<file path="src/rtl/core/bblur_pkg.sv">
// ----------------------------------------------------------------------------
// bblur_pkg: shared types and constants of the 3x3 box blur
// Word types of both channels, register indexes, window control bits and
// the reciprocal table used for the rounded mean.
// ----------------------------------------------------------------------------
package bblur_pkg;

  localparam int unsigned MaxWidthDef  = 2048;
  localparam int unsigned MaxHeightDef = 4096;

  localparam int unsigned ChanW   = 8;
  localparam int unsigned PixW    = 3 * ChanW;
  localparam int unsigned FwW     = 12;
  localparam int unsigned FhW     = 13;
  localparam int unsigned CfgW    = 13;
  localparam int unsigned ColSumW = 10;
  localparam int unsigned SumW    = 12;
  localparam int unsigned CntW    = 4;
  localparam int unsigned RecipW  = 16;
  localparam int unsigned RecipSh = 15;

  localparam logic [FwW-1:0] FrameWidthRst  = 12'd640;
  localparam logic [FhW-1:0] FrameHeightRst = 13'd480;

  localparam logic FuncDrain = 1'b1;

  typedef enum logic [0:0] {
    CFG_FRAME_WIDTH  = 1'b0,
    CFG_FRAME_HEIGHT = 1'b1
  } cfg_idx_e;

  typedef struct packed {
    logic             func;
    logic [ChanW-1:0] in_red;
    logic [ChanW-1:0] in_green;
    logic [ChanW-1:0] in_blue;
  } in_word_t;

  typedef struct packed {
    logic [ChanW-1:0] out_red;
    logic [ChanW-1:0] out_green;
    logic [ChanW-1:0] out_blue;
    logic             end_of_row;
    logic             end_of_frame;
  } out_word_t;

  // Per-column window control: result due, neighbor rows/columns in frame
  typedef struct packed {
    logic due;
    logic top_ok;
    logic bot_ok;
    logic left_ok;
    logic right_ok;
    logic eor;
    logic eof;
  } win_ctl_t;

  // ceil(2^RecipSh / cnt), exact for every sum the window can produce
  function automatic logic [RecipW-1:0] recip(input logic [CntW-1:0] cnt);
    logic [RecipW-1:0] r;
    case (cnt)
      4'd1:    r = 16'd32768;
      4'd2:    r = 16'd16384;
      4'd3:    r = 16'd10923;
      4'd4:    r = 16'd8192;
      4'd6:    r = 16'd5462;
      4'd9:    r = 16'd3641;
      default: r = 16'd0;
    endcase
    return r;
  endfunction

endpackage

</file>
<file path="src/rtl/core/bblur_mean.sv">
// ----------------------------------------------------------------------------
// bblur_mean: rounded mean of one channel
// Gives floor(sum / cnt + 1/2) as (sum + cnt/2) times a reciprocal of cnt.
// ----------------------------------------------------------------------------
module bblur_mean import bblur_pkg::*; (
  input  logic [SumW-1:0]  sum_i,
  input  logic [CntW-1:0]  cnt_i,
  output logic [ChanW-1:0] mean_o
);

  logic [SumW-1:0]        num;
  logic [SumW+RecipW-1:0] prod;

  assign num    = sum_i + SumW'(cnt_i >> 1);
  assign prod   = (SumW + RecipW)'(num) * (SumW + RecipW)'(recip(cnt_i));
  assign mean_o = prod[RecipSh +: ChanW];

endmodule

</file>
<file path="config.mk">
export PLATFORM = sky130hd
export DESIGN_NAME = bblur_mean
export DESIGN_NICKNAME = d
export VERILOG_FILES = /design/src/rtl/core/bblur_pkg.sv /design/src/rtl/core/bblur_mean.sv
export SDC_FILE = /design/constraint.sdc
export NUM_CORES = 1
export LEC_CHECK = 0
export BUFFER_PORTS_ARGS = -buffer_cell sky130_fd_sc_hd__buf_2
export CAP_MARGIN = 20
export CELL_PAD_IN_SITES_DETAIL_PLACEMENT = 0
export CELL_PAD_IN_SITES_GLOBAL_PLACEMENT = 2
export CORE_MARGIN = 3
export CORE_UTILIZATION = 25
export DETAILED_ROUTE_END_ITERATION = 16
export GPL_TIMING_DRIVEN = 0
export PLACE_DENSITY_LB_ADDON = 0.1
export SLEW_MARGIN = 20
export SYNTH_ARGS = -nofsm -noshare
export SYNTH_HDL_FRONTEND = slang
export SYNTH_SLANG_ARGS = --single-unit
</file>
<file path="constraint.sdc">
create_clock -name vclk -period 14.36
set_clock_uncertainty 0.1 [all_clocks]
set_input_delay 0.718 -clock vclk [all_inputs]
set_output_delay 0.718 -clock vclk [all_outputs]
set_load 0.005 [all_outputs]
</file>
==> impl_summary.md <==
Detailed routing
The post-detailed-route via-to-cell ratio is a little over 4. The number of detailed-route iterations in the first pass is 4. The via count is 3400. The DRC violation count after routing is 0. The number of DRC markers in iteration 0 is approximately 160. Summed over all layers, the routed wires come to 13800 um. The count of nets left with antenna violations once routing finished came out at 0. The routed wire length per instance is roughly 17 um.

Logic synthesis
Counting instances in the post-synthesis netlist gives the leading cell types as sky130_fd_sc_hd__inv_1 (170), sky130_fd_sc_hd__fa_1 (116), sky130_fd_sc_hd__nand2_1 (58). Each instance of the synthesized netlist takes up on average just under 9 um2. In the post-synthesis netlist, the biggest area contributors are sky130_fd_sc_hd__fa_1 (48%), sky130_fd_sc_hd__inv_1 (13%), sky130_fd_sc_hd__ha_1 (12%). The sequential area share after synthesis is 0%. The synthesized net count is ~730.

The post-synthesis cell area is about 4800 um2. The share of synthesized area in the top cell type comes to about 48%. The cell with the most instances after synthesis is sky130_fd_sc_hd__inv_1. The top cell type by total area after synthesis is sky130_fd_sc_hd__fa_1. The netlist uses 44 different library cells.

After technology mapping, the gate count stands at 546. Yosys printed 0 warnings.

Global route
The number of global-route vias before repair was ~4000. Global routing finished with a remaining overflow of 0. Entering global routing, the biggest net connects 11 pins.

The total routing resource utilization after global routing is around 14%. The global-route wire length before repair is 22800 um. The number of antenna violations at the first check in global routing is 0.

STA
The routed design could run at a clock period as short as roughly 8.5 ns. Setup repair after global routing left no endpoint under its margin. The worst relative slew slack is between 40% and 50%. The timing-limited maximum frequency is ~120 MHz. The final-report max-slew violation count is 0. The count of final hold-check violations is 0.

In the final timing run, aggregate negative setup slack is 0 ns. The worst-case setup margin in the final layout is 5.82 ns. Hold timing on the final database bottoms out at a slack of ~2.3 ns. After layout, the worst path uses 59.5% of the clock period. The number of setup violations in the final report is 0. For the pin with the worst max-slew slack, the measured transition is between 0.7 and 0.8 ns.

Final layout
The count of antenna diodes in the layout is 0. Leaving out filler cells and counting taps, the final layout contains ~830. After filler insertion, the fill cell instance count of the layout stands at 2124.

In the final layout, flip-flops and latches occupy 0 um2. The number of nets in the finished design is 751. The clock buffer count is 0. The signed area change from the synthesized netlist to the final layout is 9.22%. The layout cell share with drive strength beyond 1 is 6.50%.

The flip-flop and latch count is 0.

Critical path
For the worst setup path, the data arrival time is a little under 8 ns. The element type at the critical path start is an input port. The master of the slowest instance on the critical path is sky130_fd_sc_hd__fa_1. Of all nets on the critical path, the largest fanout is 6. The peak per-stage delay on the critical path is roughly 0.72 ns. By startpoint and endpoint, the worst setup path is classified as input port to primary output. The buffer and inverter count on the worst path is 5.

At the worst endpoint, the required time is around 14 ns. The worst setup path is captured at a primary output. The kind of cell with the highest combined delay along the critical path is adder cells. The cell occurring most often along the worst timing path is sky130_fd_sc_hd__fa_1. Walking the worst path, the cells encountered are buf_2, ha_1, fa_1, a21oi_1, nor3b_1, xor2_1, nand2_1, fa_1, inv_1, fa_1, fa_1, fa_1, inv_1, fa_1, inv_1, ha_1, and3_1, a31oi_1, o21ai_1, o21a_1, a221oi_1, xnor2_1, buf_2.

Run
Max-cap violations in this run came to 0.

Die
The number of cell rows is 50. In this run the standard cell core region covers around 19000 um2. From bottom edge to top edge, the die measures approximately 150 um. The initial core utilization is about 26%. The die width is approximately 150 um. The total I/O pin count is 24. The floorplan step defined a die boundary enclosing between 20000 and 25000 um2.

Min path
The class of the worst hold path is input port to primary output.

Power
VDD sags by at most between 0.009 and 0.01 mV. The completed layout was analyzed and its total power is 0.201 mW. The total power density per cell area is roughly 38 nW/um2. The analysis attributes to cell leakage a power of 2.75 nW.

Run status
The flow ran to the end, and the final reports show no timing, DRC or antenna violations.

Placement
The detailed placement HPWL is 12800 um. The worst setup slack after placement is between 5 and 6 ns. After detailed placement, the design holds a cell count of 829. The number of buffers inserted by port buffering is 23. The routability-driven placement congestion ratio is between 0.8 and 0.9.

Clock network
Buffers inserted to repair hold after CTS numbered 0. The number of setup buffers added after CTS is 0. The post-cts sizing count is 0.
## cells by family (layout without fill, tap and decap cells)
kind of cell	count (synthesis)	after routing	share of synthesized area (%)
compound gates	35	35	4.81
xor+xnor	32	32	6.54
fa+ha+maj	164	164	60.3
buf+inv	178	201	13.8
simple gates	137	137	14.5
## layer usage
metal	global-route usage, %	up-vias	wire (um)
met4	0.380	0	49
met1	18.3	1721	6330
li1	-	1651	-
met5	0	-	0
met2	26.7	26	7330
met3	0	2	104
## cells in the final DEF, fill, tap and decap left out, drive strengths merged, types with 3 or more instances in the layout
master	synthesis	final
a21o	4	4
a21oi	11	11
a31oi	3	3
and2	10	10
and3	3	3
buf	2	25
clkbuf	6	6
fa	116	116
ha	48	48
inv	170	170
nand2	58	58
nand2b	3	3
nand3	8	8
nor2	35	35
nor4	3	3
o21ai	6	6
o21bai	3	3
xnor2	21	21
xor2	10	10
## where the power goes
group	switching (mW)	internal, mW	total, mW	leakage, nW
Clock	0	0	0	0
Sequential	0	0	0	0
Combinational	0.120	0.0815	0.201	2.75
## worst min-delay path, delay by kind of cell
kind          cells  cell delay, ns
simple gates      1            0.10
buf+inv           2            0.23
xor+xnor          4            0.64
## cell type report
cell class / instances / area, um2 / share of cell area, %
Tap cell: 260 / 325 / 6.15
Multi-Input combinational cell: 368 / 4180 / 79.0
Timing Repair Buffer: 23 / 115 / 2.18
Inverter: 170 / 638 / 12.1
Buffer: 8 / 32.5 / 0.615
## metrics by stage
step	instance area, um2	utilization [%]
floorplan	4840	-
global placement	5280	28.0
CTS	5290	28.0
global route	5290	28.0
finish	5290	28.0
detailed placement	5290	28.0
## final timing paths
| check | startpoint | endpoint | slack, ns | cells past startpoint |
|---|---|---|---|---|
| worst max-delay path | cnt_i[1] | mean_o[7] | 5.82 | 23 |
| worst min-delay path | sum_i[8] | mean_o[7] | 2.31 | 7 |
Power figures use the tool's default switching activity.
