[config.mk]
export PLATFORM = sky130hd
export DESIGN_NAME = bblur_ctrl
export DESIGN_NICKNAME = d
export VERILOG_FILES = /design/src/rtl/core/bblur_pkg.sv /design/src/rtl/core/bblur_ctrl.sv
export SDC_FILE = /design/constraint.sdc
export NUM_CORES = 1
export LEC_CHECK = 0
export ABC_AREA = 1
export BUFFER_PORTS_ARGS = -buffer_cell sky130_fd_sc_hd__clkbuf_2
export CORE_ASPECT_RATIO = 0.5
export CORE_MARGIN = 1
export CORE_UTILIZATION = 45
export DETAILED_ROUTE_END_ITERATION = 16
export GPL_ROUTABILITY_DRIVEN = 0
export PLACE_DENSITY = 0.74
export SKIP_CTS_REPAIR_TIMING = 1
export SLEW_MARGIN = 25
export SYNTH_ARGS = -nofsm -noshare
export SYNTH_HDL_FRONTEND = slang
export SYNTH_SLANG_ARGS = --single-unit
[constraint.sdc]
create_clock -name clk_i -period 4.1 [get_ports clk_i]
set_clock_uncertainty 0.15 [all_clocks]
set_input_delay 0.205 -clock clk_i [delete_from_list [all_inputs] [get_ports clk_i]]
set_output_delay 0.205 -clock clk_i [all_outputs]
set_load 0.1 [all_outputs]
[src/rtl/core/bblur_pkg.sv]
// ----------------------------------------------------------------------------
// bblur_pkg: shared types and constants of the 3x3 box blur
// Word types of both channels, register indexes, window control bits and
// the reciprocal table used for the rounded mean.
// ----------------------------------------------------------------------------
package bblur_pkg;

  localparam int unsigned MaxWidthDef  = 2048;
  localparam int unsigned MaxHeightDef = 4096;

  localparam int unsigned ChanW   = 8;
  localparam int unsigned PixW    = 3 * ChanW;
  localparam int unsigned FwW     = 12;
  localparam int unsigned FhW     = 13;
  localparam int unsigned CfgW    = 13;
  localparam int unsigned ColSumW = 10;
  localparam int unsigned SumW    = 12;
  localparam int unsigned CntW    = 4;
  localparam int unsigned RecipW  = 16;
  localparam int unsigned RecipSh = 15;

  localparam logic [FwW-1:0] FrameWidthRst  = 12'd640;
  localparam logic [FhW-1:0] FrameHeightRst = 13'd480;

  localparam logic FuncDrain = 1'b1;

  typedef enum logic [0:0] {
    CFG_FRAME_WIDTH  = 1'b0,
    CFG_FRAME_HEIGHT = 1'b1
  } cfg_idx_e;

  typedef struct packed {
    logic             func;
    logic [ChanW-1:0] in_red;
    logic [ChanW-1:0] in_green;
    logic [ChanW-1:0] in_blue;
  } in_word_t;

  typedef struct packed {
    logic [ChanW-1:0] out_red;
    logic [ChanW-1:0] out_green;
    logic [ChanW-1:0] out_blue;
    logic             end_of_row;
    logic             end_of_frame;
  } out_word_t;

  // Per-column window control: result due, neighbor rows/columns in frame
  typedef struct packed {
    logic due;
    logic top_ok;
    logic bot_ok;
    logic left_ok;
    logic right_ok;
    logic eor;
    logic eof;
  } win_ctl_t;

  // ceil(2^RecipSh / cnt), exact for every sum the window can produce
  function automatic logic [RecipW-1:0] recip(input logic [CntW-1:0] cnt);
    logic [RecipW-1:0] r;
    case (cnt)
      4'd1:    r = 16'd32768;
      4'd2:    r = 16'd16384;
      4'd3:    r = 16'd10923;
      4'd4:    r = 16'd8192;
      4'd6:    r = 16'd5462;
      4'd9:    r = 16'd3641;
      default: r = 16'd0;
    endcase
    return r;
  endfunction

endpackage

[src/rtl/core/bblur_ctrl.sv]
// ----------------------------------------------------------------------------
// bblur_ctrl: frame tracking and window control
// Tracks input and output positions of the frame, latches the frame size at
// frame start and decides per accepted word whether the window advances and
// which neighbors of the due result lie inside the frame.
// ----------------------------------------------------------------------------
module bblur_ctrl import bblur_pkg::*; #(
  parameter int unsigned MaxWidth  = MaxWidthDef,
  parameter int unsigned MaxHeight = MaxHeightDef,
  localparam int unsigned ColW = $clog2(MaxWidth),
  localparam int unsigned WdW  = $clog2(MaxWidth + 1),
  localparam int unsigned HtW  = $clog2(MaxHeight + 1),
  localparam int unsigned RowW = $clog2(MaxHeight + 2)
) (
  input  logic            clk_i,
  input  logic            rst_ni,
  input  logic            accept_i,
  input  in_word_t        in_word_i,
  input  logic [FwW-1:0]  frame_width_i,
  input  logic [FhW-1:0]  frame_height_i,
  output logic            adv_o,
  output logic [PixW-1:0] pix_o,
  output logic [ColW-1:0] col_o,
  output win_ctl_t        ctl_o
);

  logic            busy_q, busy_d;
  logic [WdW-1:0]  act_w_q, act_w_d;
  logic [HtW-1:0]  act_h_q, act_h_d;
  logic [ColW-1:0] ic_q, ic_d, oc_q, oc_d;
  logic [RowW-1:0] ir_q, ir_d, or_q, or_d;

  logic [WdW-1:0]  clamp_w, e_w;
  logic [HtW-1:0]  clamp_h, e_h;
  logic [ColW-1:0] e_ic, e_oc;
  logic [RowW-1:0] e_ir, e_or;
  logic            drain, start, pixel_phase, due, in_wrap, eor, last_row;
  logic [ColW:0]   ic_inc, oc_inc;
  logic [RowW:0]   or_inc;

  always_comb begin
    if (frame_width_i == '0) begin
      clamp_w = WdW'(1);
    end else if (32'(frame_width_i) > MaxWidth) begin
      clamp_w = WdW'(MaxWidth);
    end else begin
      clamp_w = WdW'(frame_width_i);
    end
    if (frame_height_i == '0) begin
      clamp_h = HtW'(1);
    end else if (32'(frame_height_i) > MaxHeight) begin
      clamp_h = HtW'(MaxHeight);
    end else begin
      clamp_h = HtW'(frame_height_i);
    end
  end

  assign drain       = (in_word_i.func == FuncDrain);
  assign start       = accept_i && !busy_q && !drain;
  assign pixel_phase = busy_q && (ir_q < RowW'(act_h_q));
  // Past the last row every word pushes a zero column through the window
  assign adv_o = accept_i && (busy_q ? (!pixel_phase || !drain) : !drain);
  assign pix_o = (busy_q && !pixel_phase) ? '0
               : {in_word_i.in_red, in_word_i.in_green, in_word_i.in_blue};

  assign e_w  = start ? clamp_w : act_w_q;
  assign e_h  = start ? clamp_h : act_h_q;
  assign e_ic = start ? '0 : ic_q;
  assign e_ir = start ? '0 : ir_q;
  assign e_oc = start ? '0 : oc_q;
  assign e_or = start ? '0 : or_q;

  assign due      = (e_ir >= RowW'(2)) || ((e_ir == RowW'(1)) && (e_ic != '0));
  assign ic_inc   = {1'b0, e_ic} + (ColW + 1)'(1);
  assign in_wrap  = ic_inc >= (ColW + 1)'(e_w);
  assign oc_inc   = {1'b0, e_oc} + (ColW + 1)'(1);
  assign eor      = oc_inc >= (ColW + 1)'(e_w);
  assign or_inc   = {1'b0, e_or} + (RowW + 1)'(1);
  assign last_row = or_inc >= (RowW + 1)'(e_h);

  assign col_o          = e_ic;
  assign ctl_o.due      = due;
  assign ctl_o.top_ok   = (e_or != '0);
  assign ctl_o.bot_ok   = !last_row;
  assign ctl_o.left_ok  = (e_oc != '0);
  assign ctl_o.right_ok = !eor;
  assign ctl_o.eor      = eor;
  assign ctl_o.eof      = eor && last_row;

  always_comb begin
    busy_d  = busy_q;
    act_w_d = act_w_q;
    act_h_d = act_h_q;
    ic_d    = ic_q;
    ir_d    = ir_q;
    oc_d    = oc_q;
    or_d    = or_q;
    if (start) begin
      busy_d  = 1'b1;
      act_w_d = clamp_w;
      act_h_d = clamp_h;
    end
    if (adv_o) begin
      ic_d = in_wrap ? '0 : ic_inc[ColW-1:0];
      ir_d = in_wrap ? e_ir + RowW'(1) : e_ir;
      if (due) begin
        oc_d = eor ? '0 : oc_inc[ColW-1:0];
        or_d = eor ? or_inc[RowW-1:0] : e_or;
        if (eor && last_row) begin
          busy_d = 1'b0;
        end
      end else begin
        oc_d = e_oc;
        or_d = e_or;
      end
    end
  end

  always_ff @(posedge clk_i or negedge rst_ni) begin
    if (!rst_ni) begin
      busy_q  <= 1'b0;
      act_w_q <= WdW'(640);
      act_h_q <= HtW'(480);
      ic_q    <= '0;
      ir_q    <= '0;
      oc_q    <= '0;
      or_q    <= '0;
    end else begin
      busy_q  <= busy_d;
      act_w_q <= act_w_d;
      act_h_q <= act_h_d;
      ic_q    <= ic_d;
      ir_q    <= ir_d;
      oc_q    <= oc_d;
      or_q    <= or_d;
    end
  end

endmodule

==> flow_summary.ini <==
[run_status]
status = finished with violations
violations = negative hold slack

[grt]
grt_pass1_vias = 5788
grt_pass1_wl_um = 27000
grt-ovfl-total = 0
antenna_found_initial = 0
grtUsageTotal = 0.236
grt_start_max_net_pins = 75

[logic_synthesis]
synth_nets = 1018
yosysMostFrequentCell = nand2_1
ys_top_cells_by_area = dfrtp_1 28%, nand2_1 14%, ha_1 11%
yosys.area.top_type = dfrtp_1
synth-warning-count = 0
synth_cells = 909
synth.avg_cell_area_um2 = 6.78
synth_edf_count = 0
synthFlopType = dfrtp_1
synth_top_cells_by_count = 226 x nand2_1, 180 x inv_1, 84 x nor2_1, 76 x nand3_1, 68 x dfrtp_1
syn_area_um2 = 6160
synthDistinctLibCells = 45
synth_top_area_frac = 0.276
ys_seq_elements = 74
async_flop_share = 1.00
ys_seq_area_frac = 0.302

[floorplan]
dieArea_um2 = 14200
num_io_pins = 96
die_x_um = 167
start_util = 0.474
rows = 29
dieHeight_um = 84.7
coreArea_um2 = 13000

[worst_setup_path]
r2r-end = ic_q[9]
crit_fanout = 19
r2r_start = busy_q
crit_slowest_cell = dfrtp_1
path_buf_inv = 4
end_kind = output port
crit_arrival_ns = 3.53
cp.required_ns = 3.74
crit_family = simple AND/OR/NAND/NOR gates
slowest_delay_ns = 0.36
path_common_cell = buf_6
worst_r2r_path_depth = 19
cp_cell_sequence = inv_2 > nand3_4 > buf_6 > nand2_1 > nor3_2 > nand4_1 > nor3_1 > xnor2_1 > ha_1 > a21oi_1 > nor2_1 > a211oi_2 > a21boi_2 > buf_6 > nor2_4 > buf_12
path_class = reg -> out
start_kind = flop
r2r_slack_ns = 0.39

[route]
drtIter0Drc = 373
drc = 0
routed_via_density = 5.19
routed_wl_um = 16700
dr.pass1.iters = 5
ant_nets = 0
wl_per_cell_um = 14.1
via_count = 6146

[layout]
nFillCells = 1187
syn_to_final_growth_pct = 20.6
layout-drive-gt1-share = 0.178
nets = 1119
antenna_cells = 0
final_cells = 1185

[run]
drv_cap = 0

[cts]
cts_tree = built
cts-htree-levels = 3
cts.clk_slew.worst_paths_ns = 0.06
clock_path_buffers = 2
cts_sinks = 74
cts_buffers = 9
clockRootBuffer = clkbuf_16
insertion_delay_ns = 0.34

[timing]
tightest_slew_ns = 0.761
setup_violations = 0
whs_ns = -0.0122
tns_ns = 0
fin_crit_ns = 3.88
period_share = 0.948
slew_headroom = 0.492
fmax_ghz = 0.257
hold_viol_final = 2
maxSlewViolCount = 0
rsz0062_at_grt = yes

[min_path]
holdCritStartpoint = frame_height_i[8]
min_path_cells = 3
holdPathEnd = act_h_q[8]
min_path_type = in -> reg

[placed_design]
post-place-cells = 1158
hpwl_um = 12100
io_buffers = 95

[pwr]
ir_drop_uv = 1020
leakage_nw = 4.33
cellPowerDensity_nw_per_um2 = 749
==> kinds of logic after synthesis <==
family                     share of synthesized area
AOI/OAI and AO/OA                             0.0756
xor gates and xnor gates                      0.0426
DFF                                            0.302
adders and majority gates                      0.114
buffers and inverters                          0.139
and+or+nand+nor                                0.327
==> metal layers <==
layer	vias to the layer above	track usage	wire length, um
met5	-	0	0
met4	0	0.0717	242
met3	21	0.0387	899
met2	194	0.423	8150
met1	2859	0.292	7390
li1	3072	-	-
==> worst max path at each step <==
stage | to | slack (ns) | cells past startpoint | start
2_1_floorplan | ir_q[11] | -0.08 | 27 | busy_q
3_3_place_gp | ctl_o[0] | 0.26 | 24 | busy_q
4_1_cts | ctl_o[0] | -0.10 | 24 | busy_q
6_report | ctl_o[0] | 0.22 | 16 | busy_q
3_5_place_dp | ctl_o[0] | 0.29 | 24 | busy_q
5_1_grt | ctl_o[0] | -0.09 | 21 | busy_q
==> power breakdown <==
part	total (mW)	leakage (nW)	switching, mW	internal, mW
registers	1.13	0.943	0.140	0.988
clock network	0.866	0.156	0.318	0.548
logic	3.57	3.23	2.48	1.10
total	5.57	4.33	2.93	2.63
==> metrics by stage <==
stage	worst slack (ns)	area, um2	utilization	hold slack (ns)	power, mW
2_1_floorplan	-0.0827	6260	-	-0.241	3.80
3_3_place_gp	0.261	6920	0.533	0.277	4.48
3_5_place_dp	0.287	6920	0.533	0.279	4.56
4_1_cts	-0.102	7240	0.557	-0.0850	5.44
5_1_grt	-0.0854	7430	0.572	0.0140	5.98
6_report	0.215	7430	0.572	-0.0122	5.57
==> area by class of cell <==
class | count | area (um2) | area share
multi-input cells | 626 | 3610 | 0.485
flip-flops and latches | 74 | 1860 | 0.250
repair buffers | 118 | 744 | 0.100
inverters | 181 | 687 | 0.0924
clock buffers | 11 | 243 | 0.0327
well taps | 170 | 213 | 0.0286
clock inverters | 5 | 77.6 | 0.0104
==> registers in the layout, summed over array words and instances, names as in the netlist <==
signal / count
act_h_q: 13
act_w_q: 12
busy_q: 1
ic_q: 11
ir_q: 13
oc_q: 11
or_q: 13
==> worst min-delay path, delay by kind of cell <==
| family | cells | cell delay (ns) |
|---|---|---|
| buffers and inverters | 2 | 0.15 |
| AO/OA/AOI/OAI | 1 | 0.11 |
==> placed cells by master, fill, tap and decap left out, drive strengths merged, types with 7 or more instances in the layout <==
cell type	instances
nand3	78
ha	56
o21ai	26
nor2	84
inv	179
clkbuf	101
buf	24
a21oi	28
nand2	232
xor2	28
dfrtp	68
nor3	18
nand4	27
o22ai	10
and2	7
Power figures use the tool's default switching activity.
