## config.mk

```make
export PLATFORM = sky130hd
export DESIGN_NAME = bblur_ram
export DESIGN_NICKNAME = d
export VERILOG_FILES = /design/src/rtl/core/bblur_ram.sv
export SDC_FILE = /design/constraint.sdc
export NUM_CORES = 1
export LEC_CHECK = 0
export ABC_AREA = 1
export ABC_CLOCK_PERIOD_IN_PS = 900
export BUFFER_PORTS_ARGS = -buffer_cell sky130_fd_sc_hd__buf_2
export CORE_MARGIN = 10
export CORE_UTILIZATION = 30
export CTS_CLUSTER_DIAMETER = 150
export CTS_CLUSTER_SIZE = 25
export DETAILED_ROUTE_END_ITERATION = 12
export PLACE_DENSITY = 0.57
export SYNTH_ARGS = -nofsm -noshare
export SYNTH_HDL_FRONTEND = slang
export SYNTH_SLANG_ARGS = --single-unit
```

## constraint.sdc

```tcl
create_clock -name clk_i -period 0.9 [get_ports clk_i]
set_input_delay 0.09 -clock clk_i [delete_from_list [all_inputs] [get_ports clk_i]]
set_output_delay 0.09 -clock clk_i [all_outputs]
set_load 0.05 [all_outputs]
```

## src/rtl/core/bblur_ram.sv

```systemverilog
// ----------------------------------------------------------------------------
// bblur_ram: generic single-write, single-read RAM
// One write port and one read port with registered read data and a read
// enable that holds the data register.
// ----------------------------------------------------------------------------
module bblur_ram #(
  parameter int unsigned Width = 8,
  parameter int unsigned Depth = 2,
  localparam int unsigned AddrW = $clog2(Depth)
) (
  input  logic             clk_i,
  input  logic             we_i,
  input  logic [AddrW-1:0] waddr_i,
  input  logic [Width-1:0] wdata_i,
  input  logic             re_i,
  input  logic [AddrW-1:0] raddr_i,
  output logic [Width-1:0] rdata_o
);

  logic [Width-1:0] mem_q [Depth];
  logic [Width-1:0] rdata_q;

  always_ff @(posedge clk_i) begin
    if (we_i) begin
      mem_q[waddr_i] <= wdata_i;
    end
  end

  always_ff @(posedge clk_i) begin
    if (re_i) begin
      rdata_q <= mem_q[raddr_i];
    end
  end

  assign rdata_o = rdata_q;

endmodule

```

==> results of run 1 <==
==> flip-flops by register name, summed over array words and instances, names as in the netlist <==
register and count:
mem_q 16, rdata_o 8
==> power breakdown <==
| part | internal, uW | leakage, uW | total (uW) | switching [uW] |
|---|---|---|---|---|
| logic | 107 | 0.000226 | 269 | 162 |
| clock network | 450 | 0.0000279 | 743 | 293 |
| registers | 1320 | 0.000230 | 1340 | 23.7 |
==> stage by stage <==
| stage | hold slack [ns] | cells | setup WS (ns) |
|---|---|---|---|
| 3_5_place_dp | 0.2813 | 105 | 0.07917 |
| 6_report | 0.1069 | 117 | -0.07875 |
| 3_3_place_gp | 0.2865 | 105 | 0.1453 |
| 2_1_floorplan | 0.1889 | 54 | 0.05010 |
| 5_1_grt | 0.09901 | 117 | -0.1327 |
| 4_1_cts | 0.1008 | 117 | -0.1012 |
==> synthesized netlist by cell type <==
master                     count  area [sq um]
sky130_fd_sc_hd__inv_2         1         3.750
sky130_fd_sc_hd__buf_6         1         11.26
sky130_fd_sc_hd__edfxtp_1     24         720.7
sky130_fd_sc_hd__nor2_1        1         3.750
sky130_fd_sc_hd__inv_1         2         7.510
sky130_fd_sc_hd__nand2_1      25         93.84
==> cells by family (layout without fill, tap and decap cells) <==
group                  after synthesis  after routing
AND/OR/NAND/NOR                     26             26
buffers and inverters                4             36
flip-flops                          24             24
==> per-layer routing <==
metal	GRT usage, %	share of wire (%)	up-vias
met4	2.532	0	0
met3	2.585	9.2	0
met5	0	0	-
met1	5.726	47	199
li1	-	-	247
met2	6.455	44	17
==> final timing paths <==
check	cells past startpoint	start	end
max reg2reg	2	mem_q[1][7]$_DFFE_PP_	rdata_o[7]$_DFFE_PP_
max	1	rdata_o[3]$_DFFE_PP_	rdata_o[3]
min	1	re_i	rdata_o[4]$_DFFE_PP_
min reg2reg	2	mem_q[0][1]$_DFFE_PP_	rdata_o[1]$_DFFE_PP_
==> what timing repair did <==
item / in CTS / in global routing
setup buffers: 0 / 0
hold buffers: 8 / 0
hold endpoints to repair: 16 / 0
endpoints found under the setup margin: 8 / 8
resized for setup: 16 / 0
==> area by class of cell <==
class,instances,area (sq um),share of cell area [%]
repair buffers,29,237.7,20.52
inverters,3,11.26,0.9719
clock inverters,1,30.03,2.592
multi-input cells,26,97.59,8.423
flip-flops and latches,24,720.7,62.20
clock buffers,3,22.52,1.944
well taps,31,38.79,3.348
==> impl_metrics.yaml, run 1 <==
critical_path:
  path_cells: "buf_6"
  cpPeakStageDelay_ns: 0.42
  rrSetupSlack_ns: 0.15
  timing_worst_setup_path_type: "register to output pin"
  worstPathBufferInverterCount: 1
  cp_top_family: "flip-flops"
  critPathArrivalTime_ns: 0.89
  worst_ep_required_time_ns: 0.81
  critical_path.endpoint_type: "output pin"
  launching_element_type_of_the_critical_path: "register"
  crit_path_max_fanout: 1
  cp_slowest_cell: "sky130_fd_sc_hd__edfxtp_1"
detailed_routing:
  drc_errors: 0
  drt_pass1_iterations: 4
  finalWirelength_um: 1268
  drt.antenna.violating_nets: 0
  detail_route.wl_per_cell_um: 10.84
  drtIter0Drc: 15
  vias: 463
  detail_route.vias_per_cell: 3.957
place:
  post_dp_cell_area_sq_um: 975.9
  port_buffers: 20
  gp_congestion: 0.6649
cells_and_area:
  final_nets: 100
  postLayoutCellArea_sq_um: 1159
  final_util_pct: 42.75
  layout_area_growth_over_synthesis_pct: 37.80
  layout.cells.most_common: "sky130_fd_sc_hd__nand2_1"
  fillCellCount: 260
  diodes: 0
  layout_common_cells: "25 x sky130_fd_sc_hd__nand2_1, 24 x sky130_fd_sc_hd__edfxtp_1, 12 x sky130_fd_sc_hd__buf_2, 8 x sky130_fd_sc_hd__dlygate4sd3_1, 8 x sky130_fd_sc_hd__buf_6"
  fraction_of_layout_cells_with_a_size_suffix_above_1_pct: 30.23
global_route:
  grt_pass1_wl_um: 1959
  track_usage_pct: 4.713
  grt_max_degree: 15
  antenna_found_initial: 0
  number_of_global_route_vias_before_repair: 438
  grt_overflow_total: 0
sta:
  fin_crit_ns: 0.9788
  final_count_of_pins_violating_max_slew: 0
  finalSetupTns_ns: -0.4486
  maxSlewHeadroom_pct: 78.19
  timing_worst_slew_pin_value_ns: 0.3268
  grt_setup_unrepaired: "true"
  max_freq_mhz: 1022
  clock-skew-final_ns: 0.004788
  final_hold_viol_count: 0
  finalCritPeriodShare_pct: 108.8
  setup-violations-final: 8
  postLayoutSetupSlackWorst_ns: -0.07875
clocking:
  cts_root_buffer: "sky130_fd_sc_hd__clkbuf_4"
  htree_levels: 1
  clkLatencyLatePin_ns: 0.30
  tritoncts: "done"
  ctsLongestPathBuffers: 2
  numClockSinks: 24
  path_clk_slew_ns: 0.12
  numCtsBuffers: 3
synthesis:
  yosys.area_share.simple_pct: 11.61
  synthesis.area_sq_um: 840.8
  synth_mux_area_share_pct: 0
  synth_fa_ha_area_share_pct: 0
  combinational_family_with_the_most_area_after_synthesis: "simple AND/OR/NAND/NOR gates"
  netlist_instances: 54
  syn-mean-instance-area_sq_um: 15.57
  synth-xor-area-share_pct: 0
  synth.yosys.warnings: 0
  synthesis.nets: 67
  synth-compound-area-share_pct: 0
  ys_ff_latch: 24
  post_synth_num_cell_types: 6
  synth_sequential_area_ratio_pct: 85.71
die:
  die_height_um: 72.94
  die_w_um: 72.94
  io_pins: 21
  std_cell_rows: 19
  die_area_sq_um: 5320
  core_region_area_sq_um: 2710
  initial_core_util_pct: 31.02
outcome:
  failing_checks: "negative setup slack"
  outcome: "finished, violations left"
power_and_ir_drop:
  irDropWorstVdd_uv: 1212
  power_uw: 2354
  power.static_leakage_uw: 0.0004837
  power.density_nw_per_um2: 2032
hold_path:
  hp-class: "input port to register"
job:
  max_cap_viol_count: 0
Power figures use the tool's default switching activity.
==> run 2: changes to the inputs <==
ABC_CLOCK_PERIOD_IN_PS = 800   (was 900)
PLACE_DENSITY = 0.59   (was 0.57)
clock period = 0.8 ns   (was 0.9 ns; I/O delays follow)
==> impl_metrics.yaml, run 2 (synthesized netlist as in run 1, its figures left out) <==
clocking:
  numCtsBuffers: 3
  tritoncts: "done"
  htree_levels: 1
  path_clk_slew_ns: 0.12
  ctsLongestPathBuffers: 2
  numClockSinks: 24
  clkLatencyLatePin_ns: 0.30
  cts_root_buffer: "sky130_fd_sc_hd__clkbuf_4"
global_route:
  grt_overflow_total: 0
  number_of_global_route_vias_before_repair: 510
  antenna_found_initial: 0
  grt_max_degree: 14
  track_usage_pct: 5.891
  grt_pass1_wl_um: 2366
critical_path:
  timing_worst_setup_path_type: "register to output pin"
  worstPathBufferInverterCount: 1
  launching_element_type_of_the_critical_path: "register"
  crit_path_max_fanout: 1
  cp_slowest_cell: "sky130_fd_sc_hd__edfxtp_1"
  worst_ep_required_time_ns: 0.72
  critPathArrivalTime_ns: 0.86
  cp_top_family: "flip-flops"
  critical_path.endpoint_type: "output pin"
  cpPeakStageDelay_ns: 0.40
  path_cells: "buf_6"
sta:
  final_hold_viol_count: 0
  clock-skew-final_ns: 0.004418
  setup-violations-final: 8
  timing_worst_slew_pin_value_ns: 0.2669
  fin_crit_ns: 0.9440
  max_freq_mhz: 1059
  grt_setup_unrepaired: "true"
  postLayoutSetupSlackWorst_ns: -0.1440
  final_count_of_pins_violating_max_slew: 0
  finalCritPeriodShare_pct: 118.0
  maxSlewHeadroom_pct: 82.19
outcome:
  outcome: "finished, violations left"
  failing_checks: "negative setup slack"
cells_and_area:
  layout.area.seq_sq_um: 720.7
  layout_area_growth_over_synthesis_pct: 34.97
  fillCellCount: 277
  layout.cells.most_common: "sky130_fd_sc_hd__nand2_1"
  largest_register_ffs: 16
  multi_input_logic_area_sq_um: 100.1
  regMostFlops: "mem_q"
  fraction_of_layout_cells_with_a_size_suffix_above_1_pct: 30.23
  layout_common_cells: "25 x sky130_fd_sc_hd__nand2_1, 24 x sky130_fd_sc_hd__edfxtp_1, 12 x sky130_fd_sc_hd__buf_2, 8 x sky130_fd_sc_hd__dlygate4sd3_1, 8 x sky130_fd_sc_hd__buf_6"
  diodes: 0
  final_nets: 100
detailed_routing:
  finalWirelength_um: 1400
  drt.antenna.violating_nets: 0
  drc_errors: 0
  routed-wl-met3_um: 154
  drt-met1-wl_um: 549
  vias: 480
  dr.max_layer_used: "met4"
  route.met2.wl_um: 662
  drt_pass1_iterations: 3
  drtIter0Drc: 3
  detail_route.vias_per_cell: 4.103
  detail_route.wl_per_cell_um: 11.97
die:
  io_pins: 21
  initial_core_util_pct: 31.02
  std_cell_rows: 19
  die_height_um: 72.94
  core_region_area_sq_um: 2710
  die_area_sq_um: 5320
  die_w_um: 72.94
place:
  port_buffers: 20
  gp_congestion: 0.7079
  preCtsSetupSlack_ns: 0.03246
power_and_ir_drop:
  power.density_nw_per_um2: 2041
  switching_power_uw: 530.8
  seqPwrFrac_pct: 65.1
  power.static_leakage_uw: 0.0004711
  switching_share_pct: 22.91
  power_uw: 2317
  p_int_uw: 1786
  combinational_cell_fraction_of_total_power_pct: 13.3
  irDropWorstVdd_uv: 1510
  clock_power_share_pct: 21.6
job:
  max_cap_viol_count: 0
hold_path:
  hp-class: "input port to register"
[run 2: cell types whose count changed in the layout (fill, tap and decap cells not counted)]
| cell | change |
|---|---|
| sky130_fd_sc_hd__clkinv_1 | +1 |
| sky130_fd_sc_hd__nor2_1 | -1 |
| sky130_fd_sc_hd__nor2_2 | +1 |
| sky130_fd_sc_hd__bufinv_16 | -1 |
[run 2: through the flow]
step	cells	hold WS, ns	area (sq um)	util, %	setup TNS [ns]
3_3_place_gp	105	0.2759	978.4	36.10	0
2_1_floorplan	54	0.1789	843.3	-	0
6_report	117	0.09733	1135	41.87	-1.135
5_1_grt	117	0.09055	1135	41.87	-1.586
3_5_place_dp	105	0.2775	978.4	36.10	0
4_1_cts	117	0.09891	1135	41.87	-1.230
[run 2: layer usage]
layer	vias to the layer above	GRT usage, %
met5	-	0
met4	0	3.797
met3	4	3.401
met2	17	8.960
met1	214	6.068
li1	245	-
[run 2: power groups by stage]
stage	Sequential (uW)	Clock (uW)	Combinational (uW)
after floorplan	1630	0	58.9
after global placement	1530	0	241
after detailed placement	1530	0	248
after CTS	1510	518	311
after global routing	1520	597	335
final	1510	500	308
[run 2: path summary, 6_finish.rpt]
check | from | slack [ns] | depth (start not counted) | to
hold reg to reg | mem_q[0][4]$_DFFE_PP_ | 0.53 | 2 | rdata_o[4]$_DFFE_PP_
hold / removal | re_i | 0.1 | 1 | rdata_o[1]$_DFFE_PP_
setup reg to reg | mem_q[1][6]$_DFFE_PP_ | 0.05 | 2 | rdata_o[6]$_DFFE_PP_
setup / recovery | rdata_o[2]$_DFFE_PP_ | -0.14 | 1 | rdata_o[2]
[run 2: layout make-up]
type                       count  share of cell area, %
clock buffer                   3                  1.985
multi-input combinational     26                  8.820
timing repair buffer          29                  20.95
clock inverter                 1                 0.3308
inverter                       3                 0.9923
tap                           31                  3.418
sequential                    24                  63.51
[run 2: repair_timing]
action	in CTS	in global routing
gates resized for setup	16	0
setup endpoints to repair	8	8
hold endpoints to repair	16	0
buffers inserted	0	0
hold buffers	8	0
==> run 3: changes to the inputs <==
--- a/config.mk
+++ b/config.mk
@@ -10,2 +10,3 @@
 export BUFFER_PORTS_ARGS = -buffer_cell sky130_fd_sc_hd__buf_2
+export CORE_ASPECT_RATIO = 0.8
 export CORE_MARGIN = 10
==> constraint.sdc (replaced) <==
create_clock -name clk_i -period 0.8 [get_ports clk_i]
set_input_delay 0.16 -clock clk_i [delete_from_list [all_inputs] [get_ports clk_i]]
set_output_delay 0.16 -clock clk_i [all_outputs]
set_load 0.05 [all_outputs]
==> impl_metrics.yaml, run 3 (synthesized netlist as in run 1, its figures left out) <==
global_route:
  track_usage_pct: 5.900
  grt_overflow_total: 0
  antenna_found_initial: 0
  number_of_global_route_vias_before_repair: 522
  grt_max_degree: 15
  grt_pass1_wl_um: 2470
critical_path:
  cp_top_family: "flip-flops"
  worstPathBufferInverterCount: 1
  crit_cells: 1
  launching_element_type_of_the_critical_path: "register"
  path_cells: "buf_6"
  crit_path_max_fanout: 1
  critical_path.endpoint_type: "output pin"
  worst_r2r_path_depth: 2
  worst_ep_required_time_ns: 0.64
  critPathArrivalTime_ns: 0.88
  cpPeakStageDelay_ns: 0.41
  cp_slowest_cell: "sky130_fd_sc_hd__edfxtp_1"
  timing_worst_setup_path_type: "register to output pin"
die:
  die_height_um: 67.35
  die_area_sq_um: 5333
  die_w_um: 79.19
  initial_core_util_pct: 30.88
  core_region_area_sq_um: 2723
  std_cell_rows: 17
  io_pins: 21
cells_and_area:
  layout_area_growth_over_synthesis_pct: 32.89
  fillCellCount: 282
  regMostFlops: "mem_q"
  final_nets: 95
  diodes: 0
  largest_register_ffs: 16
  final_util_pct: 41.04
  layout_common_cells: "25 x sky130_fd_sc_hd__nand2_1, 24 x sky130_fd_sc_hd__edfxtp_1, 12 x sky130_fd_sc_hd__buf_2, 8 x sky130_fd_sc_hd__buf_6, 3 x sky130_fd_sc_hd__clkbuf_4"
  layout.cells.most_common: "sky130_fd_sc_hd__nand2_1"
  fraction_of_layout_cells_with_a_size_suffix_above_1_pct: 34.57
sta:
  final_hold_viol_count: 0
  timing_worst_slew_pin_value_ns: 0.3201
  finalSetupTns_ns: -1.866
  max_freq_mhz: 961.8
  finalCritPeriodShare_pct: 130.0
  final_count_of_pins_violating_max_slew: 0
  postLayoutSetupSlackWorst_ns: -0.2397
  grt_setup_unrepaired: "true"
  clock-skew-final_ns: 0.004044
  setup-violations-final: 8
  maxSlewHeadroom_pct: 78.63
  fin_crit_ns: 1.040
detailed_routing:
  drtIter0Drc: 17
  detail_route.vias_per_cell: 3.975
  finalWirelength_um: 1386
  drt_pass1_iterations: 2
  drc_errors: 0
  detail_route.wl_per_cell_um: 11.65
  drt.antenna.violating_nets: 0
  vias: 473
clocking:
  numClockSinks: 24
  cts_root_buffer: "sky130_fd_sc_hd__clkbuf_4"
  clkLatencyLatePin_ns: 0.31
  numCtsBuffers: 3
  path_clk_slew_ns: 0.13
  ctsLongestPathBuffers: 2
  htree_levels: 1
  tritoncts: "done"
  postCtsSetupRepairBufs: 0
power_and_ir_drop:
  switching_power_uw: 560.7
  power.density_nw_per_um2: 2377
  switching_share_pct: 21.11
  seqPwrFrac_pct: 56.9
  power_uw: 2656
  power.static_leakage_uw: 0.0004637
  p_int_uw: 2095
  clock_power_share_pct: 32.2
  combinational_cell_fraction_of_total_power_pct: 10.9
  irDropWorstVdd_uv: 1101
hold_path:
  hp-class: "input port to register"
  min_delay_path_depth: 1
place:
  gp_congestion: 0.7051
  port_buffers: 20
  preCtsSetupSlack_ns: -0.1219
  dp.final_hpwl_um: 1115
outcome:
  outcome: "finished, violations left"
  failing_checks: "negative setup slack"
job:
  max_cap_viol_count: 0
==> run 3: cell types whose count changed in the layout (fill, tap and decap cells not counted) <==
cell                            change
sky130_fd_sc_hd__dlygate4sd3_1      -6
sky130_fd_sc_hd__bufinv_16          +1
sky130_fd_sc_hd__clkinv_1           -1
sky130_fd_sc_hd__buf_4              +1
==> run 3: per-layer routing <==
metal	GRT usage [%]	vias up	part of all wire, %
met5	0	-	0
met4	1.339	0	0.36
met3	4.377	2	14
met2	8.943	21	41
met1	6.563	213	44
li1	-	237	-
==> run 3: path summary, 6_finish.rpt <==
check,startpoint,endpoint,slack [ns]
min,wdata_i[1],mem_q[0][1]$_DFFE_PP_,0.03
max,rdata_o[3]$_DFFE_PP_,rdata_o[3],-0.24
min reg2reg,mem_q[0][7]$_DFFE_PP_,rdata_o[7]$_DFFE_PP_,0.53
max reg2reg,mem_q[1][1]$_DFFE_PP_,rdata_o[1]$_DFFE_PP_,0.03
==> run 3: cell type report <==
type / instances / area [sq um] / area share, %
Clock buffer: 3 / 22.52 / 2.016
Clock inverter: 1 / 30.03 / 2.688
Inverter: 3 / 11.26 / 1.008
Multi-Input combinational cell: 26 / 100.1 / 8.959
Sequential cell: 24 / 720.7 / 64.50
Tap cell: 38 / 47.55 / 4.255
Timing Repair Buffer: 24 / 185.2 / 16.57
==> run 3: timing repair <==
item	in CTS	in global routing
resized for setup	16	0
hold buffers	0	2
hold endpoints to repair	0	4
endpoints found under the setup margin	8	14
pin swaps	0	6
cloned	0	0
==> run 3: per-stage QoR <==
| stage | std cells | cell area [sq um] | hold slack [ns] |
|---|---|---|---|
| 3_3_place_gp | 113 | 994.7 | 0.3522 |
| 3_5_place_dp | 113 | 994.7 | 0.3526 |
| 5_1_grt | 119 | 1117 | 0.003271 |
| 4_1_cts | 117 | 1097 | 0.01168 |
| 2_1_floorplan | 54 | 843.3 | 0.2589 |
| 6_report | 119 | 1117 | 0.02962 |
==> run 3: power groups by stage <==
stage	Clock (uW)	Sequential, uW	Combinational, uW
global route	938	1520	319
floorplan	0	1630	58.9
detailed placement	0	1540	253
finish	854	1510	290
global placement	0	1530	247
CTS	884	1510	286
