--- config.mk ---
export PLATFORM = sky130hd
export DESIGN_NAME = bblur_cell
export DESIGN_NICKNAME = d
export VERILOG_FILES = /design/src/rtl/core/bblur_pkg.sv /design/src/rtl/core/bblur_cell.sv
export SDC_FILE = /design/constraint.sdc
export NUM_CORES = 1
export LEC_CHECK = 0
export BUFFER_PORTS_ARGS = -buffer_cell sky130_fd_sc_hd__buf_2
export CORE_ASPECT_RATIO = 0.9
export CORE_MARGIN = 2
export CORE_UTILIZATION = 45
export CTS_BUF_LIST = sky130_fd_sc_hd__clkbuf_8
export DETAILED_ROUTE_END_ITERATION = 16
export GPL_TIMING_DRIVEN = 0
export PLACE_DENSITY = 0.77
export SETUP_SLACK_MARGIN = 0.15
export SLEW_MARGIN = 10
export SYNTH_ARGS = -nofsm -noshare
export SYNTH_HDL_FRONTEND = slang
export SYNTH_SLANG_ARGS = --single-unit
--- constraint.sdc ---
create_clock -name clk_i -period 4.1 [get_ports clk_i]
set_clock_uncertainty 0.1 [all_clocks]
set_input_delay 0.41 -clock clk_i [delete_from_list [all_inputs] [get_ports clk_i]]
set_output_delay 0.41 -clock clk_i [all_outputs]
set_load 0.005 [all_outputs]
--- src/rtl/core/bblur_pkg.sv ---
// ----------------------------------------------------------------------------
// bblur_pkg: shared types and constants of the 3x3 box blur
// Word types of both channels, register indexes, window control bits and
// the reciprocal table used for the rounded mean.
// ----------------------------------------------------------------------------
package bblur_pkg;

  localparam int unsigned MaxWidthDef  = 2048;
  localparam int unsigned MaxHeightDef = 4096;

  localparam int unsigned ChanW   = 8;
  localparam int unsigned PixW    = 3 * ChanW;
  localparam int unsigned FwW     = 12;
  localparam int unsigned FhW     = 13;
  localparam int unsigned CfgW    = 13;
  localparam int unsigned ColSumW = 10;
  localparam int unsigned SumW    = 12;
  localparam int unsigned CntW    = 4;
  localparam int unsigned RecipW  = 16;
  localparam int unsigned RecipSh = 15;

  localparam logic [FwW-1:0] FrameWidthRst  = 12'd640;
  localparam logic [FhW-1:0] FrameHeightRst = 13'd480;

  localparam logic FuncDrain = 1'b1;

  typedef enum logic [0:0] {
    CFG_FRAME_WIDTH  = 1'b0,
    CFG_FRAME_HEIGHT = 1'b1
  } cfg_idx_e;

  typedef struct packed {
    logic             func;
    logic [ChanW-1:0] in_red;
    logic [ChanW-1:0] in_green;
    logic [ChanW-1:0] in_blue;
  } in_word_t;

  typedef struct packed {
    logic [ChanW-1:0] out_red;
    logic [ChanW-1:0] out_green;
    logic [ChanW-1:0] out_blue;
    logic             end_of_row;
    logic             end_of_frame;
  } out_word_t;

  // Per-column window control: result due, neighbor rows/columns in frame
  typedef struct packed {
    logic due;
    logic top_ok;
    logic bot_ok;
    logic left_ok;
    logic right_ok;
    logic eor;
    logic eof;
  } win_ctl_t;

  // ceil(2^RecipSh / cnt), exact for every sum the window can produce
  function automatic logic [RecipW-1:0] recip(input logic [CntW-1:0] cnt);
    logic [RecipW-1:0] r;
    case (cnt)
      4'd1:    r = 16'd32768;
      4'd2:    r = 16'd16384;
      4'd3:    r = 16'd10923;
      4'd4:    r = 16'd8192;
      4'd6:    r = 16'd5462;
      4'd9:    r = 16'd3641;
      default: r = 16'd0;
    endcase
    return r;
  endfunction

endpackage

--- src/rtl/core/bblur_cell.sv ---
// ----------------------------------------------------------------------------
// bblur_cell: one column of the 3x3 window
// Holds three pixels of one column, takes the column of its right neighbor
// on each shift and gives the per-channel sum of its in-frame pixels.
// ----------------------------------------------------------------------------
module bblur_cell import bblur_pkg::*; (
  input  logic                          clk_i,
  input  logic                          shift_i,
  input  logic [2:0][PixW-1:0]          col_i,
  output logic [2:0][PixW-1:0]          col_o,
  input  logic [2:0]                    row_en_i,
  input  logic                          col_en_i,
  output logic [2:0][ColSumW-1:0]       sum_o
);

  logic [2:0][PixW-1:0] col_q;

  always_ff @(posedge clk_i) begin
    if (shift_i) begin
      col_q <= col_i;
    end
  end

  assign col_o = col_q;

  // Channel 2 is red, 1 green, 0 blue
  always_comb begin
    logic [ColSumW-1:0] acc;
    for (int ch = 0; ch < 3; ch++) begin
      acc = '0;
      for (int r = 0; r < 3; r++) begin
        if (row_en_i[r] && col_en_i) begin
          acc = acc + ColSumW'(col_q[r][ch*ChanW +: ChanW]);
        end
      end
      sum_o[ch] = acc;
    end
  end

endmodule

==> results of run 1 <==
## cells in the mapped netlist, types with 4 or more instances
cell       n
a21o_1    10
a21oi_1   38
and2_1     8
and3_1    11
clkbuf_1  12
edfxtp_1  72
fa_1       6
ha_1      45
inv_1     29
mux2_2     7
nand2_1   43
nand2b_1   4
nand3_1   12
nor2_1    34
nor2b_1    5
nor3_1     6
o21a_1     6
o21ai_0   22
o22ai_1   12
xnor2_1   22
xor2_1    17
## what timing repair did
action	in CTS	in global routing
setup buffers	39	12
resized for setup	96	59
cloned	0	0
setup endpoints to repair	20	17
pin swaps	49	46
## through the flow
step / std cells / util, % / area [um^2] / hold WS (ps) / TNS [ps]
2_1_floorplan: 476 / - / 4940 / 409 / 0
3_3_place_gp: 788 / 55.8 / 6000 / 486 / -7020
3_5_place_dp: 788 / 55.8 / 6010 / 488 / -9030
4_1_cts: 842 / 64.1 / 6900 / 89.9 / -588
5_1_grt: 855 / 67.3 / 7240 / 82.0 / -2540
6_report: 856 / 67.3 / 7240 / 98.1 / -1020
## critical path, delay by kind of cell
family                   cells  cell delay [ps]
XOR/XNOR                     2              340
AND/OR/NAND/NOR              5              710
AO/OA/AOI/OAI                7             1290
adder cells (fa/ha/maj)      2              430
buffers and inverters        5              610
## layer usage
| metal | GRT usage, % | part of all wire [%] | vias to the layer above |
|---|---|---|---|
| met1 | 30.5 | 38 | 2279 |
| met4 | 12.7 | 3.8 | 0 |
| met5 | 0 | 0 | - |
| met2 | 46.0 | 51 | 241 |
| li1 | - | - | 2228 |
| met3 | 7.63 | 8.0 | 55 |
## layout make-up
cell class / count / area, um^2 / share of cell area, %
clock buffers: 9 / 124 / 1.71
plain buffers: 15 / 92.6 / 1.28
clock inverters: 6 / 31.3 / 0.432
flip-flops and latches: 72 / 2160 / 29.8
repair buffers: 230 / 1350 / 18.6
multi-input cells: 359 / 3200 / 44.1
well taps: 133 / 166 / 2.30
diodes: 2 / 5.00 / 0.0691
inverters: 30 / 115 / 1.59
## worst paths after layout
path	startpoint	slack (ps)	to
max	col_en_i	-200	sum_o[16]
min	col_i[62]	100	col_o[62]$_DFFE_PP_
## power by group through the flow
stage | logic, mW | clock network [mW] | registers (mW)
floorplan | 0.356 | 0 | 0.938
global placement | 0.561 | 0 | 0.940
detailed placement | 0.589 | 0 | 0.943
CTS | 0.723 | 0.489 | 0.935
global route | 0.879 | 0.518 | 0.946
finish | 0.816 | 0.480 | 0.939
## kinds of logic (layout without fill, tap and decap cells)
group           Yosys count  count (layout)
xor+xnor                 39              39
fa+ha+maj                53              53
mux                       8               8
flops                    72              72
buf+inv                  45             290
compound gates          128             128
other cells               0               2
simple gates            131             131
==> impl_metrics.env, run 1 <==
export IMPL_status="finished with violations"
export IMPL_violations="setup timing"
export IMPL_min_delay_path_class="in -> reg"
export IMPL_place_hpwl_um=10700
export IMPL_powerDensity_nw_per_um2=309
export IMPL_synth_edf_count=72
export IMPL_drt_total_wl_um=16200
export IMPL_gr_total_overflow=0
export IMPL_final_setup_viol_count=10
export IMPL_io_buffers=179
export IMPL_synthAdderAreaFrac_pct=14.3
export IMPL_final_nets=846
export IMPL_p_seq_share_pct=42.0
export IMPL_chipWidth_um=114
export IMPL_cp_slowest_stage_delay_ps=350
export IMPL_cp_end_kind="output pin"
export IMPL_num_rows=36
export IMPL_path_clk_slew_ps=80
export IMPL_layout_common_cells="buf_2, edfxtp_1, buf_4, nand2_1, nor2_1"
export IMPL_synth_cell_types=59
export IMPL_p_clk_share_pct=21.5
export IMPL_setup_ws_ps=-202
export IMPL_area_growth_pct=46.8
export IMPL_cts_num_sinks=72
export IMPL_first_pass_iters=5
export IMPL_combPwrFrac_pct=36.5
export IMPL_cp_slowest_cell="a2111oi_4"
export IMPL_cts_tree="built"
export IMPL_root_buffer="clkbuf_8"
export IMPL_nFillCells=784
export IMPL_rsz0062_at_grt="yes"
export IMPL_synth_compound_area_share_pct=17.2
export IMPL_synth_top_cell_area_share_pct=43.8
export IMPL_slew_headroom_pct=37.1
export IMPL_netlist_area_um2=4930
export IMPL_slew_viol_final=0
export IMPL_grt_max_degree=73
export IMPL_critPathLaunchType="input port"
export IMPL_dieArea_um2=11800
export IMPL_tightest_slew_ps=944
export IMPL_power_static_leakage_nw=3.28
export IMPL_final_common_cell="buf_2"
export IMPL_grt_pass1_vias=4777
export IMPL_pre_cts_ws_ps=-835
export IMPL_avgSynthCellArea_um2=10.4
export IMPL_worst_ep_required_time_ps=3590
export IMPL_synth_simple_gate_area_share_pct=12.4
export IMPL_yosysTopAreaCell="edfxtp_1"
export IMPL_drt_initial_drc_count=266
export IMPL_vdd_drop_max_v=0.000237
export IMPL_largest_reg_flops=72
export IMPL_criticalPathCategory="in -> out"
export IMPL_switchingPower_mw=0.738
export IMPL_hold_depth=1
export IMPL_path_cells="buf_8 > and2_4 > buf_8 > clkbuf_16 > nand2_4 > inv_1 > ha_4 > a21o_1 > a21oi_4 > xnor2_1 > nand2_1 > xor2_2 > and2_1 > ha_4 > a21oi_2 > nand2b_4 > a21oi_2 > a2111oi_4 > a41oi_1 > a21boi_1 > buf_2"
export IMPL_yosysSeqAreaShare_pct=43.8
export IMPL_synth_top_family_by_area="compound AO/OA/AOI/OAI gates"
export IMPL_place_congestion=0.867
export IMPL_internal_power_mw=1.50
export IMPL_yosysWarnings=0
export IMPL_synth_xor_area_share_pct=6.92
export IMPL_track_usage_pct=26.5
export IMPL_die_h_um=103
export IMPL_synth_seq_cells=72
export IMPL_drive_gt1_share_pct=50.1
export IMPL_io_pin_count=180
export IMPL_fin_crit_sh_pct=105
export IMPL_antenna_found_initial=1
export IMPL_maxCapViolations=0
export IMPL_synthMuxAreaShare_pct=1.80
export IMPL_synthTopCellsByArea="edfxtp_1, ha_1, xnor2_1, a21oi_1, nand2_1"
export IMPL_syn_nets=605
export IMPL_async_flop_share_pct=0
export IMPL_max_freq_mhz=232
export IMPL_hold_violations=0
export IMPL_via_per_inst=5.61
export IMPL_syn_inst=476
export IMPL_power_mw=2.24
export IMPL_core_area_um2=10800
export IMPL_htreeDepth=3
export IMPL_cts_inserted_buffers=9
export IMPL_clockBufferDepth=2
export IMPL_post_drt_wl_per_cell_um=18.9
export IMPL_synthFlopType="edfxtp_1"
export IMPL_ant_nets=0
export IMPL_routed_via_count=4803
export IMPL_grt_pass1_wl_um=23800
export IMPL_holdBufCountCts=0
export IMPL_drc=0
export IMPL_critPathArrivalTime_ps=3790
export IMPL_p_sw_share_pct=33.0
export IMPL_initial_core_util_pct=45.8
export IMPL_cp_max_fo=7
export IMPL_fin_crit_ps=4300
Power figures use the tool's default switching activity.
==> run 2: changes to the inputs <==
GPL_TIMING_DRIVEN = not set   (was 0)
clock period = 3.8 ns   (was 4.1 ns; I/O delays follow)
==> impl_metrics.env, run 2 (synthesis gave the netlist of run 1 again) <==
export IMPL_status="finished with violations"
export IMPL_violations="setup timing"
export IMPL_drt_total_wl_um=14500
export IMPL_nFillCells=823
export IMPL_holdBufCountCts=0
export IMPL_io_buffers=179
export IMPL_maxCapViolations=0
export IMPL_fin_crit_sh_pct=110
export IMPL_dieArea_um2=11800
export IMPL_final_nets=853
export IMPL_cp_slowest_cell="fa_2"
export IMPL_first_pass_iters=5
export IMPL_cp_slowest_stage_delay_ps=510
export IMPL_chipWidth_um=114
export IMPL_critPathArrivalTime_ps=3700
export IMPL_multi_input_area_um2=3090
export IMPL_grt_max_degree=73
export IMPL_slew_headroom_pct=39.5
export IMPL_switchingPower_mw=0.777
export IMPL_tightest_slew_ps=908
export IMPL_drive_gt1_share_pct=50.2
export IMPL_die_h_um=103
export IMPL_pre_cts_ws_ps=-310
export IMPL_track_usage_pct=23.9
export IMPL_ff_latch_area_um2=2160
export IMPL_placed_area_um2=6560
export IMPL_grt_pass1_wl_um=21600
export IMPL_largest_reg_flops=72
export IMPL_cts_num_sinks=72
export IMPL_critPathLaunchType="flip-flop"
export IMPL_cts_tree="built"
export IMPL_drt_initial_drc_count=239
export IMPL_final_util_pct=67.5
export IMPL_clockBufferDepth=2
export IMPL_gr_total_overflow=0
export IMPL_layout_common_cells="buf_2, edfxtp_1, buf_4, nand2_1"
export IMPL_fin_area_um2=7260
export IMPL_p_sw_share_pct=31.2
export IMPL_slew_viol_final=0
export IMPL_num_rows=36
export IMPL_via_per_inst=5.40
export IMPL_worst_ep_required_time_ps=3320
export IMPL_min_delay_path_class="in -> reg"
export IMPL_fin_hold_ws_ps=74.0
export IMPL_power_mw=2.49
export IMPL_drc=0
export IMPL_routed_via_count=4658
export IMPL_antenna_found_initial=0
export IMPL_core_area_um2=10800
export IMPL_io_pin_count=180
export IMPL_vdd_drop_max_v=0.000277
export IMPL_p_clk_share_pct=23.9
export IMPL_power_static_leakage_nw=3.36
export IMPL_area_growth_pct=47.2
export IMPL_combPwrFrac_pct=35.3
export IMPL_path_clk_slew_ps=80
export IMPL_htreeDepth=3
export IMPL_fin_crit_ps=4180
export IMPL_place_hpwl_um=10600
export IMPL_cp_max_fo=3
export IMPL_post_drt_wl_per_cell_um=16.9
export IMPL_final_common_cell="buf_2"
export IMPL_internal_power_mw=1.71
export IMPL_ant_nets=0
export IMPL_criticalPathCategory="reg -> out"
export IMPL_grt_pass1_vias=4487
export IMPL_p_seq_share_pct=40.7
export IMPL_place_congestion=0.838
export IMPL_root_buffer="clkbuf_8"
export IMPL_initial_core_util_pct=45.8
export IMPL_final_setup_viol_count=15
export IMPL_powerDensity_nw_per_um2=342
export IMPL_rsz0062_at_grt="yes"
export IMPL_path_cells="nand2_2 > inv_2 > ha_4 > inv_2 > fa_2 > o22ai_1 > buf_4 > fa_1 > a21o_1 > a21oi_2 > nand2b_4 > a21oi_2 > a2111oi_4 > a41oi_2 > a21boi_1 > buf_2"
export IMPL_cts_inserted_buffers=9
export IMPL_setup_ws_ps=-384
export IMPL_max_freq_mhz=239
export IMPL_cp_end_kind="output pin"
export IMPL_hold_violations=0
==> run 2: cell count changes in the layout (fill, tap and decap cells not counted), sizes merged <==
cell / before / now
bufinv: 0 / 1
clkbuf: 20 / 9
buf: 234 / 252
inv: 32 / 30
clkinvlp: 1 / 2
clkinv: 3 / 4
diode: 2 / 1
==> run 2: layout make-up <==
cell class	count	share of cell area, %
diodes	1	0.0345
clock inverters	7	0.879
clock buffers	9	1.71
flip-flops and latches	72	29.8
repair buffers	252	21.1
inverters	30	1.59
well taps	133	2.29
multi-input cells	359	42.6
==> run 2: metrics by stage <==
stage / std cells / setup TNS [ps]
after global routing: 862 / -6520
after detailed placement: 827 / -3000
after CTS: 852 / -2760
after floorplan: 476 / 0
final: 863 / -3490
after global placement: 827 / -2110
==> run 2: worst paths after layout <==
kind	startpoint	endpoint	slack, ps	cells past startpoint
worst min-delay path	col_i[59]	col_o[59]$_DFFE_PP_	70	1
worst max-delay path	col_o[8]$_DFFE_PP_	sum_o[16]	-380	16
==> run 2: layer usage <==
metal,part of all wire [%],GRT usage (%),wire length (um),up-vias
li1,-,-,-,2247
met1,40,28.6,5850,2207
met2,51,41.7,7430,175
met3,6.3,6.18,910,29
met4,2.5,9.10,359,0
met5,0,0,0,-
==> run 2: power by group through the flow <==
| stage | Combinational (mW) | Clock [mW] | Sequential (mW) |
|---|---|---|---|
| floorplan | 0.421 | 0 | 1.02 |
| global placement | 0.709 | 0 | 1.02 |
| global route | 0.963 | 0.636 | 1.02 |
| finish | 0.878 | 0.595 | 1.01 |
| detailed placement | 0.733 | 0 | 1.03 |
| CTS | 0.803 | 0.609 | 1.01 |
==> run 2: repair_timing <==
action / CTS / global route
gates resized for setup: 36 / 43
endpoints found under the setup margin: 18 / 21
setup buffers: 9 / 10
pin swaps: 38 / 40
==> run 2: critical path: cells and delay by family, from the launching register on <==
family          cells  cell delay, ps
flops               1             380
fa+ha+maj           3            1070
simple gates        2             280
compound gates      7            1210
buf+inv             4             410
==> run 3: changes to the inputs <==
CORE_UTILIZATION = 47   (was 45)
PLACE_DENSITY = 0.8   (was 0.77)
==> impl_metrics.env, run 3 (synthesis gave the netlist of run 1 again) <==
export IMPL_dieArea_um2=11300
export IMPL_worst_ep_required_time_ps=3320
export IMPL_setup_ws_ps=-466
export IMPL_criticalPathCategory="reg -> out"
export IMPL_die_h_um=101
export IMPL_track_usage_pct=25.8
export IMPL_io_buffers=179
export IMPL_met3_length_um=1120
export IMPL_slew_viol_final=0
export IMPL_cts_tree="built"
export IMPL_place_congestion=0.886
export IMPL_critPathLaunchType="flip-flop"
export IMPL_powerDensity_nw_per_um2=353
export IMPL_drive_gt1_share_pct=53.1
export IMPL_critPathBufInv=4
export IMPL_slew_headroom_pct=38.7
export IMPL_core_area_um2=10200
export IMPL_fin_crit_ps=4270
export IMPL_min_delay_path_class="in -> reg"
export IMPL_wl_met2_um=8200
export IMPL_final_common_cell="buf_2"
export IMPL_largest_reg_flops=72
export IMPL_rsz0062_at_grt="yes"
export IMPL_cp_slowest_cell="edfxtp_1"
export IMPL_placed_cells=821
export IMPL_path_clk_slew_ps=90
export IMPL_maxCapViolations=0
export IMPL_fin_crit_sh_pct=112
export IMPL_initial_core_util_pct=48.1
export IMPL_path_cells="nand2_2 > inv_2 > ha_4 > inv_2 > fa_2 > nor2b_4 > buf_12 > nor2_4 > maj3_2 > xnor2_2 > nand2_2 > xor2_2 > and2_4 > ha_4 > nor2b_4 > o21a_1 > nor2_1 > xnor2_1 > mux2_4 > buf_6"
export IMPL_fin_hold_ws_ps=91.2
export IMPL_io_pin_count=180
export IMPL_place_hpwl_um=10700
export IMPL_holdBufCountCts=0
export IMPL_status="finished with violations"
export IMPL_final_setup_viol_count=16
export IMPL_cp_max_fo=3
export IMPL_gr_total_overflow=0
export IMPL_via_per_inst=5.63
export IMPL_cpLargestDelayFamily="adder cells"
export IMPL_ant_nets=0
export IMPL_cts_inserted_buffers=9
export IMPL_final_nets=860
export IMPL_max_freq_mhz=234
export IMPL_num_rows=35
export IMPL_cts_num_sinks=72
export IMPL_area_growth_pct=51.0
export IMPL_cp_end_kind="output pin"
export IMPL_top_layer_used="met4"
export IMPL_antennaDiodeCount=0
export IMPL_critPathArrivalTime_ps=3790
export IMPL_drt_total_wl_um=15900
export IMPL_power_static_leakage_nw=3.43
export IMPL_instances_no_fill=865
export IMPL_chipWidth_um=112
export IMPL_layout_common_cells="buf_2, edfxtp_1, buf_4, nand2_1, nor2_1"
export IMPL_vdd_drop_max_v=0.000312
export IMPL_post_drt_wl_per_cell_um=18.4
export IMPL_drc=0
export IMPL_drt_initial_drc_count=280
export IMPL_grt_pass1_wl_um=23100
export IMPL_grt_pass1_vias=4926
export IMPL_root_buffer="clkbuf_8"
export IMPL_antenna_found_initial=0
export IMPL_met1_length_um=5970
export IMPL_hold_violations=0
export IMPL_routed_via_count=4870
export IMPL_htreeDepth=3
export IMPL_cp_slowest_stage_delay_ps=380
export IMPL_grt_max_degree=73
export IMPL_violations="setup timing"
export IMPL_tightest_slew_ps=919
export IMPL_clockBufferDepth=2
export IMPL_first_pass_iters=5
run 3: cell type report:
type	count	area (um^2)
multi-input combinational	359	3180
fill	679	2800
sequential	72	2160
timing repair buffer	259	1620
tap	129	161
clock buffer	9	124
inverter	30	115
clock inverter	7	95.1
run 3: what timing repair did:
item / CTS / global route
resized for setup: 53 / 48
buffers inserted: 18 / 10
setup endpoints to repair: 19 / 21
gates cloned: 0 / 0
pin swaps: 53 / 37
run 3: power by group:
| group | total (mW) | leakage, nW | switching (mW) | internal, mW |
|---|---|---|---|---|
| registers | 1.02 | 0.705 | 0.0691 | 0.948 |
| clock network | 0.692 | 0.110 | 0.321 | 0.371 |
| logic | 0.922 | 2.62 | 0.436 | 0.487 |
| total | 2.63 | 3.43 | 0.826 | 1.81 |
run 3: path summary, 6_finish.rpt:
kind              cells after the start                 from                   to
hold / removal                        1            col_i[32]  col_o[32]$_DFFE_PP_
setup / recovery                     20  col_o[16]$_DFFE_PP_            sum_o[26]
run 3: routing by layer:
metal,GRT usage (%),vias up
met2,46.4,231
met5,0,-
met3,5.57,56
met1,29.5,2327
li1,-,2256
met4,12.5,0
run 3: metrics by stage:
stage                     util [%]  worst slack [ps]  setup TNS [ps]  power [mW]  instance area [um^2]
after detailed placement      63.7              -374           -3740        1.76                  6520
final                         72.7              -466           -3530        2.63                  7450
after floorplan                  -              1.35               0        1.44                  5130
after CTS                     69.3              -329           -2270        2.52                  7100
after global placement        63.7              -237           -2200        1.72                  6520
after global routing          72.7              -619           -6130        2.75                  7450
